==> config.mk <==
export PLATFORM = sky130hd
export DESIGN_NAME = unix_seconds_to_calendar_top
export DESIGN_NICKNAME = d
export VERILOG_FILES = /design/src/sv/us2cal_pkg.sv /design/src/sv/us2cal_ctrl.sv /design/src/sv/us2cal_dp.sv /design/src/sv/unix_seconds_to_calendar_top.sv
export SDC_FILE = /design/constraint.sdc
export NUM_CORES = 2
export LEC_CHECK = 0
export BUFFER_PORTS_ARGS = -buffer_cell sky130_fd_sc_hd__buf_4
export CORE_MARGIN = 8
export CORE_UTILIZATION = 50
export DETAILED_ROUTE_END_ITERATION = 8
export GPL_TIMING_DRIVEN = 0
export PLACE_DENSITY = 0.69
export RECOVER_POWER = 100
export SYNTH_ARGS = -nofsm -noshare
export SYNTH_HDL_FRONTEND = slang
export SYNTH_SLANG_ARGS = --single-unit
==> constraint.sdc <==
create_clock -name clock -period 8.3 [get_ports clock]
set_input_delay 1.245 -clock clock [delete_from_list [all_inputs] [get_ports clock]]
set_output_delay 1.245 -clock clock [all_outputs]
set_load 0.03 [all_outputs]
==> src/sv/us2cal_pkg.sv <==
`default_nettype none
package us2cal_pkg;

   localparam logic [11:0] EPOCH_YEAR   = 12'd1970;
   localparam logic [11:0] LAST_YEAR    = 12'd2099;
   localparam logic [11:0] CENTURY_YEAR = 12'd2100;
   localparam logic [8:0]  YEAR_DAYS    = 9'd365;
   localparam logic [3:0]  LAST_MONTH   = 4'd12;
   localparam logic [3:0]  FEBRUARY     = 4'd2;
   // 1970-01-01 was a Thursday; offset so that (days + 3) mod 7 = 0 is Monday
   localparam logic [15:0] WEEKDAY_BIAS = 16'd3;
   // final cycle of a divider pass
   localparam logic        DIV_LAST     = 1'b1;

   // divider passes, in the order they run
   typedef enum logic [1:0] {
      DIV_SEC  = 2'd0,
      DIV_MIN  = 2'd1,
      DIV_HOUR = 2'd2,
      DIV_WDAY = 2'd3
   } div_sel_type;

   typedef struct packed {
      logic        load;
      logic        div_step;
      div_sel_type div_sel;
      logic        div_last;
      logic        year_step;
      logic        month_step;
      logic        out_load;
   } cmd_type;

   typedef struct packed {
      logic year_fits;
      logic month_fits;
   } status_type;

   function automatic logic [5:0] div_const(input div_sel_type sel);
      logic [5:0] d;
      unique case (sel)
         DIV_SEC:  d = 6'd60;
         DIV_MIN:  d = 6'd60;
         DIV_HOUR: d = 6'd24;
         DIV_WDAY: d = 6'd7;
         default:  d = 6'd60;
      endcase
      return d;
   endfunction

   // scaled reciprocals: ceil(2^37/60) and ceil(2^36/24) hold for any 32-bit
   // dividend, ceil(2^19/7) for the 16-bit day count
   function automatic logic [31:0] recip_const(input div_sel_type sel);
      logic [31:0] r;
      unique case (sel)
         DIV_SEC:  r = 32'h8888_8889;
         DIV_MIN:  r = 32'h8888_8889;
         DIV_HOUR: r = 32'hAAAA_AAAB;
         DIV_WDAY: r = 32'd74899;
         default:  r = 32'h8888_8889;
      endcase
      return r;
   endfunction

   function automatic logic [4:0] month_len(input logic [3:0] m);
      logic [4:0] len;
      unique case (m)
         4'd2:                      len = 5'd28;
         4'd4, 4'd6, 4'd9, 4'd11:   len = 5'd30;
         default:                   len = 5'd31;
      endcase
      return len;
   endfunction

endpackage
`default_nettype wire

==> src/sv/us2cal_ctrl.sv <==
`default_nettype none
module us2cal_ctrl (
   input  wire                    clock,
   input  wire                    reset,
   input  wire                    req_valid,
   output logic                   req_ready,
   output logic                   rsp_valid,
   input  wire                    rsp_ready,
   input  us2cal_pkg::status_type status,
   output us2cal_pkg::cmd_type    cmd
);
   import us2cal_pkg::*;

   typedef enum logic [4:0] {
      ST_IDLE  = 5'b00001,
      ST_DIV   = 5'b00010,
      ST_YEAR  = 5'b00100,
      ST_MONTH = 5'b01000,
      ST_DONE  = 5'b10000
   } state_type;

   state_type   state_ff, state_in;
   div_sel_type phase_ff, phase_in;
   logic        count_ff, count_in;
   logic        rsp_valid_ff, rsp_valid_in;

   always_comb begin
      state_in     = state_ff;
      phase_in     = phase_ff;
      count_in     = count_ff;
      cmd          = '0;
      cmd.div_sel  = phase_ff;
      req_ready    = 1'b0;
      rsp_valid_in = rsp_valid_ff && !rsp_ready;
      unique case (state_ff)
         ST_IDLE: begin
            req_ready = 1'b1;
            if (req_valid) begin
               cmd.load = 1'b1;
               phase_in = DIV_SEC;
               count_in = '0;
               state_in = ST_DIV;
            end
         end
         ST_DIV: begin
            cmd.div_step = 1'b1;
            cmd.div_last = (count_ff == DIV_LAST);
            if (count_ff == DIV_LAST) begin
               count_in = '0;
               if (phase_ff == DIV_WDAY) begin
                  state_in = ST_YEAR;
               end else begin
                  phase_in = div_sel_type'(phase_ff + 2'd1);
               end
            end else begin
               count_in = 1'b1;
            end
         end
         ST_YEAR: begin
            if (status.year_fits) begin
               state_in = ST_MONTH;
            end else begin
               cmd.year_step = 1'b1;
            end
         end
         ST_MONTH: begin
            if (status.month_fits) begin
               state_in = ST_DONE;
            end else begin
               cmd.month_step = 1'b1;
            end
         end
         ST_DONE: begin
            // hand over only once the output register is free
            if (!rsp_valid_ff || rsp_ready) begin
               cmd.out_load = 1'b1;
               rsp_valid_in = 1'b1;
               state_in     = ST_IDLE;
            end
         end
         default: begin
            state_in = ST_IDLE;
         end
      endcase
   end

   always_ff @(posedge clock) begin
      if (reset) begin
         state_ff     <= ST_IDLE;
         phase_ff     <= DIV_SEC;
         count_ff     <= '0;
         rsp_valid_ff <= 1'b0;
      end else begin
         state_ff     <= state_in;
         phase_ff     <= phase_in;
         count_ff     <= count_in;
         rsp_valid_ff <= rsp_valid_in;
      end
   end

   assign rsp_valid = rsp_valid_ff;

endmodule
`default_nettype wire

==> src/sv/us2cal_dp.sv <==
`default_nettype none
module us2cal_dp (
   input  wire                    clock,
   input  wire [31:0]             req_unix_seconds,
   input  us2cal_pkg::cmd_type    cmd,
   output us2cal_pkg::status_type status,
   output logic [11:0]            rsp_year,
   output logic [3:0]             rsp_month,
   output logic [4:0]             rsp_day_of_month,
   output logic [2:0]             rsp_weekday,
   output logic [4:0]             rsp_hour,
   output logic [5:0]             rsp_minute,
   output logic [5:0]             rsp_second,
   output logic                   rsp_year_clamped
);
   import us2cal_pkg::*;

   logic [31:0] dvd_ff, dvd_in;
   logic [63:0] prod_ff;
   logic [5:0]  sec_ff, min_ff;
   logic [4:0]  hr_ff;
   logic [2:0]  wd_ff;
   logic [15:0] days_ff, days_in;
   logic [11:0] year_ff, year_in;
   logic [3:0]  month_ff, month_in;

   logic [11:0] year_ff_out;
   logic [3:0]  month_ff_out;
   logic [4:0]  day_ff_out, hr_ff_out;
   logic [2:0]  wd_ff_out;
   logic [5:0]  min_ff_out, sec_ff_out;
   logic        clamped_ff_out;

   logic [5:0]  divisor;
   logic [31:0] recip;
   logic [5:0]  rem_next;
   logic [31:0] quot_next;
   logic        leap;
   logic [8:0]  ylen;
   logic [4:0]  mlen;

   // multiply by the scaled reciprocal and register the product, then take
   // quotient and remainder from the registered product in the final cycle of the pass
   always_comb begin
      divisor = div_const(cmd.div_sel);
      recip   = recip_const(cmd.div_sel);
      unique case (cmd.div_sel)
         DIV_SEC, DIV_MIN: quot_next = {5'd0, prod_ff[63:37]};
         DIV_HOUR:         quot_next = {4'd0, prod_ff[63:36]};
         DIV_WDAY:         quot_next = {13'd0, prod_ff[37:19]};
         default:          quot_next = {5'd0, prod_ff[63:37]};
      endcase
      // the remainder is below 64, so the low six bits of the difference hold it
      rem_next = dvd_ff[5:0] - 6'(quot_next[5:0] * divisor);
   end

   always_comb begin
      leap = (year_ff[1:0] == 2'b00) && (year_ff != CENTURY_YEAR);
      ylen = leap ? 9'(YEAR_DAYS + 9'd1) : YEAR_DAYS;
      mlen = month_len(month_ff) + 5'((leap && month_ff == FEBRUARY) ? 1 : 0);
      status.year_fits  = (days_ff < {7'd0, ylen});
      status.month_fits = (days_ff < {11'd0, mlen}) || (month_ff >= LAST_MONTH);
   end

   always_comb begin
      dvd_in   = dvd_ff;
      days_in  = days_ff;
      year_in  = year_ff;
      month_in = month_ff;
      if (cmd.load) begin
         dvd_in   = req_unix_seconds;
         year_in  = EPOCH_YEAR;
         month_in = 4'd1;
      end else if (cmd.div_step) begin
         if (cmd.div_last) begin
            dvd_in = quot_next;
            if (cmd.div_sel == DIV_HOUR) begin
               days_in = quot_next[15:0];
               dvd_in  = {16'd0, quot_next[15:0] + WEEKDAY_BIAS};
            end
         end
      end else if (cmd.year_step) begin
         days_in = days_ff - {7'd0, ylen};
         year_in = year_ff + 12'd1;
      end else if (cmd.month_step) begin
         days_in  = days_ff - {11'd0, mlen};
         month_in = month_ff + 4'd1;
      end
   end

   always_ff @(posedge clock) begin
      dvd_ff   <= dvd_in;
      days_ff  <= days_in;
      year_ff  <= year_in;
      month_ff <= month_in;
      if (cmd.div_step && !cmd.div_last) begin
         prod_ff <= 64'(dvd_ff) * 64'(recip);
      end
      if (cmd.div_step && cmd.div_last) begin
         unique case (cmd.div_sel)
            DIV_SEC:  sec_ff <= rem_next;
            DIV_MIN:  min_ff <= rem_next;
            DIV_HOUR: hr_ff  <= rem_next[4:0];
            DIV_WDAY: wd_ff  <= rem_next[2:0] + 3'd1;
            default:  sec_ff <= rem_next;
         endcase
      end
      if (cmd.out_load) begin
         clamped_ff_out <= (year_ff > LAST_YEAR);
         year_ff_out    <= (year_ff > LAST_YEAR) ? LAST_YEAR : year_ff;
         month_ff_out   <= month_ff;
         day_ff_out     <= days_ff[4:0] + 5'd1;
         wd_ff_out      <= wd_ff;
         hr_ff_out      <= hr_ff;
         min_ff_out     <= min_ff;
         sec_ff_out     <= sec_ff;
      end
   end

   assign rsp_year         = year_ff_out;
   assign rsp_month        = month_ff_out;
   assign rsp_day_of_month = day_ff_out;
   assign rsp_weekday      = wd_ff_out;
   assign rsp_hour         = hr_ff_out;
   assign rsp_minute       = min_ff_out;
   assign rsp_second       = sec_ff_out;
   assign rsp_year_clamped = clamped_ff_out;

endmodule
`default_nettype wire

==> src/sv/unix_seconds_to_calendar_top.sv <==
// Unix seconds to calendar date and time of day.
// Input channel (req_): one beat carries a 32-bit count of seconds since
// 1970-01-01 00:00:00. Result channel (rsp_): one beat per input with year,
// month, day of month, weekday (1 Monday .. 7 Sunday), hour, minute, second
// and a flag set when the year passed 2099 and reads as 2099.
// Steps: accept, then passes of the shared constant divider (seconds,
// minutes, hours, then day count mod 7; each pass multiplies by a scaled
// reciprocal, then takes quotient and remainder), a year walk that subtracts
// one year length per step, a month walk that subtracts one month length per
// step, and a hand-over to the output register. A new beat is taken only
// after the result has been handed over; one item is in work at a time.
// req_ready is high whenever the engine is idle, even while a finished
// result still waits in the output register; a stalled receiver holds the
// result there and the next conversion waits in its final step.
// Reset (synchronous, active high) returns the sequencer to idle and drops
// any pending result beat.
`default_nettype none
module unix_seconds_to_calendar_top (
   input  wire         clock,
   input  wire         reset,
   input  wire         req_valid,
   output logic        req_ready,
   input  wire  [31:0] req_unix_seconds,
   output logic        rsp_valid,
   input  wire         rsp_ready,
   output logic [11:0] rsp_year,
   output logic [3:0]  rsp_month,
   output logic [4:0]  rsp_day_of_month,
   output logic [2:0]  rsp_weekday,
   output logic [4:0]  rsp_hour,
   output logic [5:0]  rsp_minute,
   output logic [5:0]  rsp_second,
   output logic        rsp_year_clamped
);
   import us2cal_pkg::*;

   cmd_type    cmd;
   status_type status;

   // sequencer: divider passes, year walk, month walk, hand-over
   us2cal_ctrl u_ctrl (
      .clock     (clock),
      .reset     (reset),
      .req_valid (req_valid),
      .req_ready (req_ready),
      .rsp_valid (rsp_valid),
      .rsp_ready (rsp_ready),
      .status    (status),
      .cmd       (cmd)
   );

   // working registers and the output register
   us2cal_dp u_dp (
      .clock            (clock),
      .req_unix_seconds (req_unix_seconds),
      .cmd              (cmd),
      .status           (status),
      .rsp_year         (rsp_year),
      .rsp_month        (rsp_month),
      .rsp_day_of_month (rsp_day_of_month),
      .rsp_weekday      (rsp_weekday),
      .rsp_hour         (rsp_hour),
      .rsp_minute       (rsp_minute),
      .rsp_second       (rsp_second),
      .rsp_year_clamped (rsp_year_clamped)
   );

endmodule
`default_nettype wire
* Word-level counts from Yosys, hierarchy flattened *
Index checks and enable logic that the tools add are counted.

storage, ports and cells
  flip-flop bits (word level) = 199
  logic and storage cells = 134

operators by class
  $add $sub $neg = 10
  $mul = 2
  $lt $le $gt $ge = 4
  equality and inequality tests = 23
  muxes and demuxes = 42
  bitwise gates (word level) = 3
  reductions and logical operators = 29

operator list
  cell                   count
  $pmux 32 s3            2
  $mux 32                4
  $mux 16                5
  $mul 32x32->64         1
  $mux 5                 6
  $pmux 5 s5             1
  $pmux 6 s3             1
  $add 16x2->16 const B  1
  $lt 16x5->1            1
  $lt 16x9->1            1
  $mux 1                 16
  $sub 16x5->16          1
  $sub 16x9->16          1
  $reduce_and 2->1       7
  $add 12x1->12 const B  1
  $gt 12x12->1 const B   1
  $ne 12x12->1 const B   1
  $ne 2x2->1 const B     6
  $eq 4x3->1 const B     2
  $eq 4x4->1 const B     2
  $mux 2                 4
  $pmux 2 s2             2
  $reduce_and 4->1       2
  $mul 6x6->6            1
  other kinds (28)       43

* Longest topological paths before layout *
  depth in word-level cells = 12
  mapped depth = 33
  gate-level depth less buffers = 30

* By module *
From an unflattened synthesis, not the netlist that was laid out.

unflattened totals
  cell total of the unflattened synthesis = 3,075
  area, all modules = 30,732.0 µm²

modules (own cells, without submodules)
  module       instances  cells each  area each (µm²)  seq. area each (µm²)
  us2cal_dp    1          3,009       30,207.7         4,974.8
  us2cal_ctrl  1          66          524.3            180.2

* Least setup slack after synthesis *
Ideal clock, no wire load.

  path kind = flip-flop to flip-flop
  start = reg u_ctrl.phase_ff[0]
  end = reg u_dp.prod_ff[62], data pin
  setup time = 128 ps
  data arrival time = 7,818 ps
  required time = 8,172 ps
  path slack = 354 ps
  stages on the path, launching flop included = 29
  period minus slack after synthesis = 7,946 ps
  cell sequence = dfxtp_1 -> ha_1 -> buf_4 -> clkbuf_1 -> clkbuf_1 -> clkbuf_1 -> and2_1 -> ha_1 -> fa_1 -> fa_1 -> inv_1 -> fa_1 -> inv_1 -> fa_1 -> fa_1 -> fa_1 -> fa_1 -> ha_1 -> buf_2 -> nand4_1 -> nor4_2 -> nand2_1 -> a31oi_1 -> a21oi_1 -> o31ai_1 -> a31oi_1 -> o21ba_2 -> o41ai_1 -> o21ba_2

between the ends
  cells in the longest elaborated chain, start to end = 4
  elaborated cells on any way between the ends = 7
  classes of those cells = mul (1); eq/ne (3); mux (1); reduce/logical (2)

ends and longest elaborated chain
  what                                                  RTL line           source
  start, declared                                       us2cal_ctrl.sv:23  div_sel_type phase_ff, phase_in;
  start signal, assigned                                us2cal_ctrl.sv:95  phase_ff <= phase_in;
  $eq 2x1->1 / $logic_not 2->1 (equally long branches)  us2cal_pkg.sv:54   unique case (sel)
  $reduce_or 2->1 (no line)                             --
  $pmux 32 s3 (*)                                       us2cal_pkg.sv:54
  $mul 32x32->64 (*)                                    us2cal_dp.sv:97    prod_ff <= 64'(dvd_ff) * 64'(recip);
  end signal, assigned                                  us2cal_dp.sv:97
  end, declared                                         us2cal_dp.sv:19    logic [63:0] prod_ff;

Mark *: on every way between the ends. The rest lies on a longest branch, timed or not. The select of a mux whose other input is x is not followed.
A chain may end at the register's enable or synchronous reset.

* Final worst setup path *
  start = reg u_ctrl.phase_ff[0]
  end = reg u_dp.prod_ff[49], data pin

The elaborated chain is that of the path after synthesis.

==> run_results.csv <==
group,metric,value,unit
die,num_io_pins,80,
flow_run,drv_cap,2,
synth,synthArstFlopShare,0,%
final_layout,fin_area,33600,um^2
sta,finalHoldViolations,0,
detailed_routing,wl_met1,36500,um
synth,synth_commonest_cells,"799 x inv_1, 508 x fa_1, 469 x ha_1, 155 x edfxtp_1, 145 x nand2_1",
detailed_routing,drtIter0Drc,1861,
detailed_routing,dr_wl_met2,42200,um
clock_tree,clockBufferDepth,2,
synth,synthFlopType,"edfxtp_1",
sta,fmax,0.122,GHz
die,dieArea,69400,um^2
die,core_area,60500,um^2
placed_design,dp_hpwl,77500,um
critical_path,critical_path_class,"reg -> reg",
final_layout,area_growth,9.71,%
sta,tightest_slew,2.12,ns
synth,synth_nets,4067,
hold_path,holdPathStages,0,
sta,rsz0062_at_grt,"yes",
clock_tree,cts-root-buf,"clkbuf_16",
critical_path,critPathMaxStageDelay,0.59,ns
synth,synth.most_common_cell,"inv_1",
grt,grtUsageTotal,25.6,%
clock_tree,clk_pin_slew_worst_paths,0.08,ns
grt,grt_max_degree,36,
synth,synth_top_cell_area_share,33.2,%
clock_tree,clock-sinks,180,
clock_tree,cts_htree_levels,4,
critical_path,crit_fanout,19,
die,chipWidth,264,um
sta,finalSetupViolCount,0,
die,fp.dieH,264,um
synth,yosys-top-cells-area,"fa_1 33%, ha_1 19%, edfxtp_1 15%",
hold_path,hold_class,"reg -> reg",
die,start_util,50.7,%
sta,min_period_over_period,98.8,%
synth,synth_cell_types,72,
critical_path,r2r_setup_slack,0.10,ns
sta,clock_skew,0.0166,ns
critical_path,ff2ff_path_depth,29,
clock_tree,cts_tree,"done",
clock_tree,clock_latency,0.44,ns
synth,ys_warn_count,0,
grt,gr-total-overflow,0,
critical_path,worst_setup_path_end_kind,"register",
synth,synth_seq_area_share,16.8,%
detailed_routing,vias,22044,
synth,yosysTopAreaCell,"fa_1",
synth,syn_area_per_cell,10.0,um^2
sta,relSlewSlack,-42.1,%
critical_path,slowest_stage,"fa_2",
detailed_routing,post-route-drc-count,0,
sta,min_period,8.20,ns
critical_path,cpMostUsedCell,"fa_1",
placed_design,io_buffer_count,79,
detailed_routing,via_per_inst,5.54,
critical_path,cp-startpoint,"u_ctrl.phase_ff[0]$_SDFFE_PP0P_",
grt,grt_pass1_vias,22398,
grt,antenna_found_initial,2,
run_status,outcome,"complete, but fails checks",
final_layout,drive_gt1_share,8.58,%
critical_path,crit_path_end,"u_dp.prod_ff[49]$_DFFE_PP_",
critical_path,required,8.47,ns
run_status,violations,"max-capacitance violations, max-slew violations",
detailed_routing,ant_nets,0,
final_layout,nNetsFinal,4194,
clock_tree,cts-buffers-inserted,17,
critical_path,rr_endpoint,"u_dp.prod_ff[49]$_DFFE_PP_",
sta,slew_violations,62,
critical_path,start_kind,"register",
placed_design,placed_area,32300,um^2
synth,synth_edf_count,155,
detailed_routing,routed.top_layer,"met4",
detailed_routing,wl_met3,6690,um
grt,grt_pass1_wl,135000,um
die,rows,90,
critical_path,worstPathArrival,8.37,ns
placed_design,gp_congestion,1.03,
detailed_routing,wirelength,89300,um
clock_tree,ctsHoldBuffers,0,
detailed_routing,first_pass_iters,6,
critical_path,reg2reg_from,"u_ctrl.phase_ff[0]$_SDFFE_PP0P_",
synth,synthCells,3054,
synth,synth_area,30600,um^2
synth,synth.ff_latch_count,180,
detailed_routing,wl_per_cell,22.5,um
-- logic make-up after synthesis --
family	share of synthesized area, %
xor+xnor	4.03
mux	0.302
fa+ha+maj	52.4
compound gates	7.42
buf+inv	10.6
flops	16.8
simple gates	8.46
-- area by class of cell --
cell class	count	area, um^2
Tap cell	782	978
Inverter	799	3010
Timing Repair Buffer	115	694
Antenna cell	2	5.00
Clock buffer	18	429
Multi-Input combinational cell	2014	22800
Fill cell	5412	26900
Clock inverter	14	184
Sequential cell	180	5160
Buffer	54	375
-- cell usage in the layout, fill, tap and decap left out, types with 9 or more instances in the layout --
cell,synthesis,final
inv_1,799,789
fa_1,508,497
ha_1,469,454
edfxtp_1,155,155
nand2_1,145,136
nor2_1,135,122
a21oi_1,125,114
xnor2_1,93,93
clkbuf_1,45,75
buf_4,2,70
o21ai_0,62,57
xor2_1,48,48
a21o_1,39,39
nand2b_1,39,38
and2_1,55,30
nand3_1,29,29
and3_1,27,27
dfxtp_1,25,23
nand4_1,20,20
clkbuf_16,0,19
and2_4,0,16
or2_2,16,15
nor2b_1,17,15
o21bai_1,13,13
a21oi_2,3,13
a31oi_1,15,13
nor3_1,11,11
fa_2,0,11
or3_1,9,9
nand2_2,0,9
a22o_1,9,9
ha_4,0,9
-- stage by stage --
| step | setup TNS [ns] | std cells | setup WS, ns | util, % | hold slack (ns) |
|---|---|---|---|---|---|
| finish | 0 | 3978 | 0.104 | 55.6 | 0.421 |
| global route | -0.0933 | 3976 | -0.0310 | 55.6 | 0.426 |
| CTS | 0 | 3950 | 0.000582 | 55.1 | 0.422 |
| detailed placement | -69.11 | 3917 | -2.36 | 53.4 | 0.405 |
| global placement | -65.40 | 3915 | -2.25 | 53.3 | 0.402 |
| floorplan | 0 | 3054 | 0.354 | - | 0.400 |
-- per-layer routing --
layer	up-vias	global-route usage [%]
li1	9908	-
met1	10994	34.1
met2	938	42.1
met3	204	3.57
met4	0	9.66
met5	-	0
-- flip-flops by register name, indices dropped and copies added (netlist names) --
register	cells
u_dp.rsp_minute	6
u_dp.dvd_ff	32
u_dp.sec_ff	6
u_dp.rsp_hour	5
u_ctrl.state_ff	5
u_dp.rsp_year	12
u_dp.hr_ff	5
u_ctrl.count_ff	1
u_dp.month_ff	4
u_dp.rsp_year_clamped	1
u_dp.wd_ff	3
u_dp.prod_ff	45
u_dp.rsp_weekday	3
u_ctrl.phase_ff	2
u_dp.rsp_second	6
u_dp.min_ff	6
u_dp.rsp_month	4
u_dp.rsp_day_of_month	5
u_ctrl.rsp_valid	1
u_dp.days_ff	16
u_dp.year_ff	12
-- how the worst min path moves through the flow --
stage	endpoint	slack (ns)	from
6_report	u_dp.rsp_second[2]$_DFFE_PP_	0.42	u_dp.sec_ff[2]$_DFFE_PP_
2_1_floorplan	u_dp.rsp_hour[0]$_DFFE_PP_	0.40	u_dp.hr_ff[0]$_DFFE_PP_
4_1_cts	u_dp.rsp_minute[3]$_DFFE_PP_	0.42	u_dp.min_ff[3]$_DFFE_PP_
3_5_place_dp	u_dp.rsp_minute[3]$_DFFE_PP_	0.40	u_dp.min_ff[3]$_DFFE_PP_
5_1_grt	u_dp.rsp_second[1]$_DFFE_PP_	0.43	u_dp.sec_ff[1]$_DFFE_PP_
3_3_place_gp	u_dp.rsp_second[4]$_DFFE_PP_	0.40	u_dp.sec_ff[4]$_DFFE_PP_
-- timing repair --
| item | 4_1_cts | 5_1_grt |
|---|---|---|
| endpoints found under the setup margin | 45 | 23 |
| pin swaps | 6 | 37 |
| setup buffers | 5 | 29 |
| resized for setup | 122 | 93 |
| cloned | 0 | 0 |
-- critical path, delay by kind of cell, from the launching register on --
family	cells	cell delay [ns]
AO/OA/AOI/OAI	6	1.07
adder cells (fa/ha/maj)	10	4.43
AND/OR/NAND/NOR	5	1.16
buffers and inverters	7	0.75
flip-flops	1	0.42
XOR/XNOR	1	0.08
Power is not shown: default switching activity piles up to over one toggle a cycle in this logic, so the estimate is an artifact.
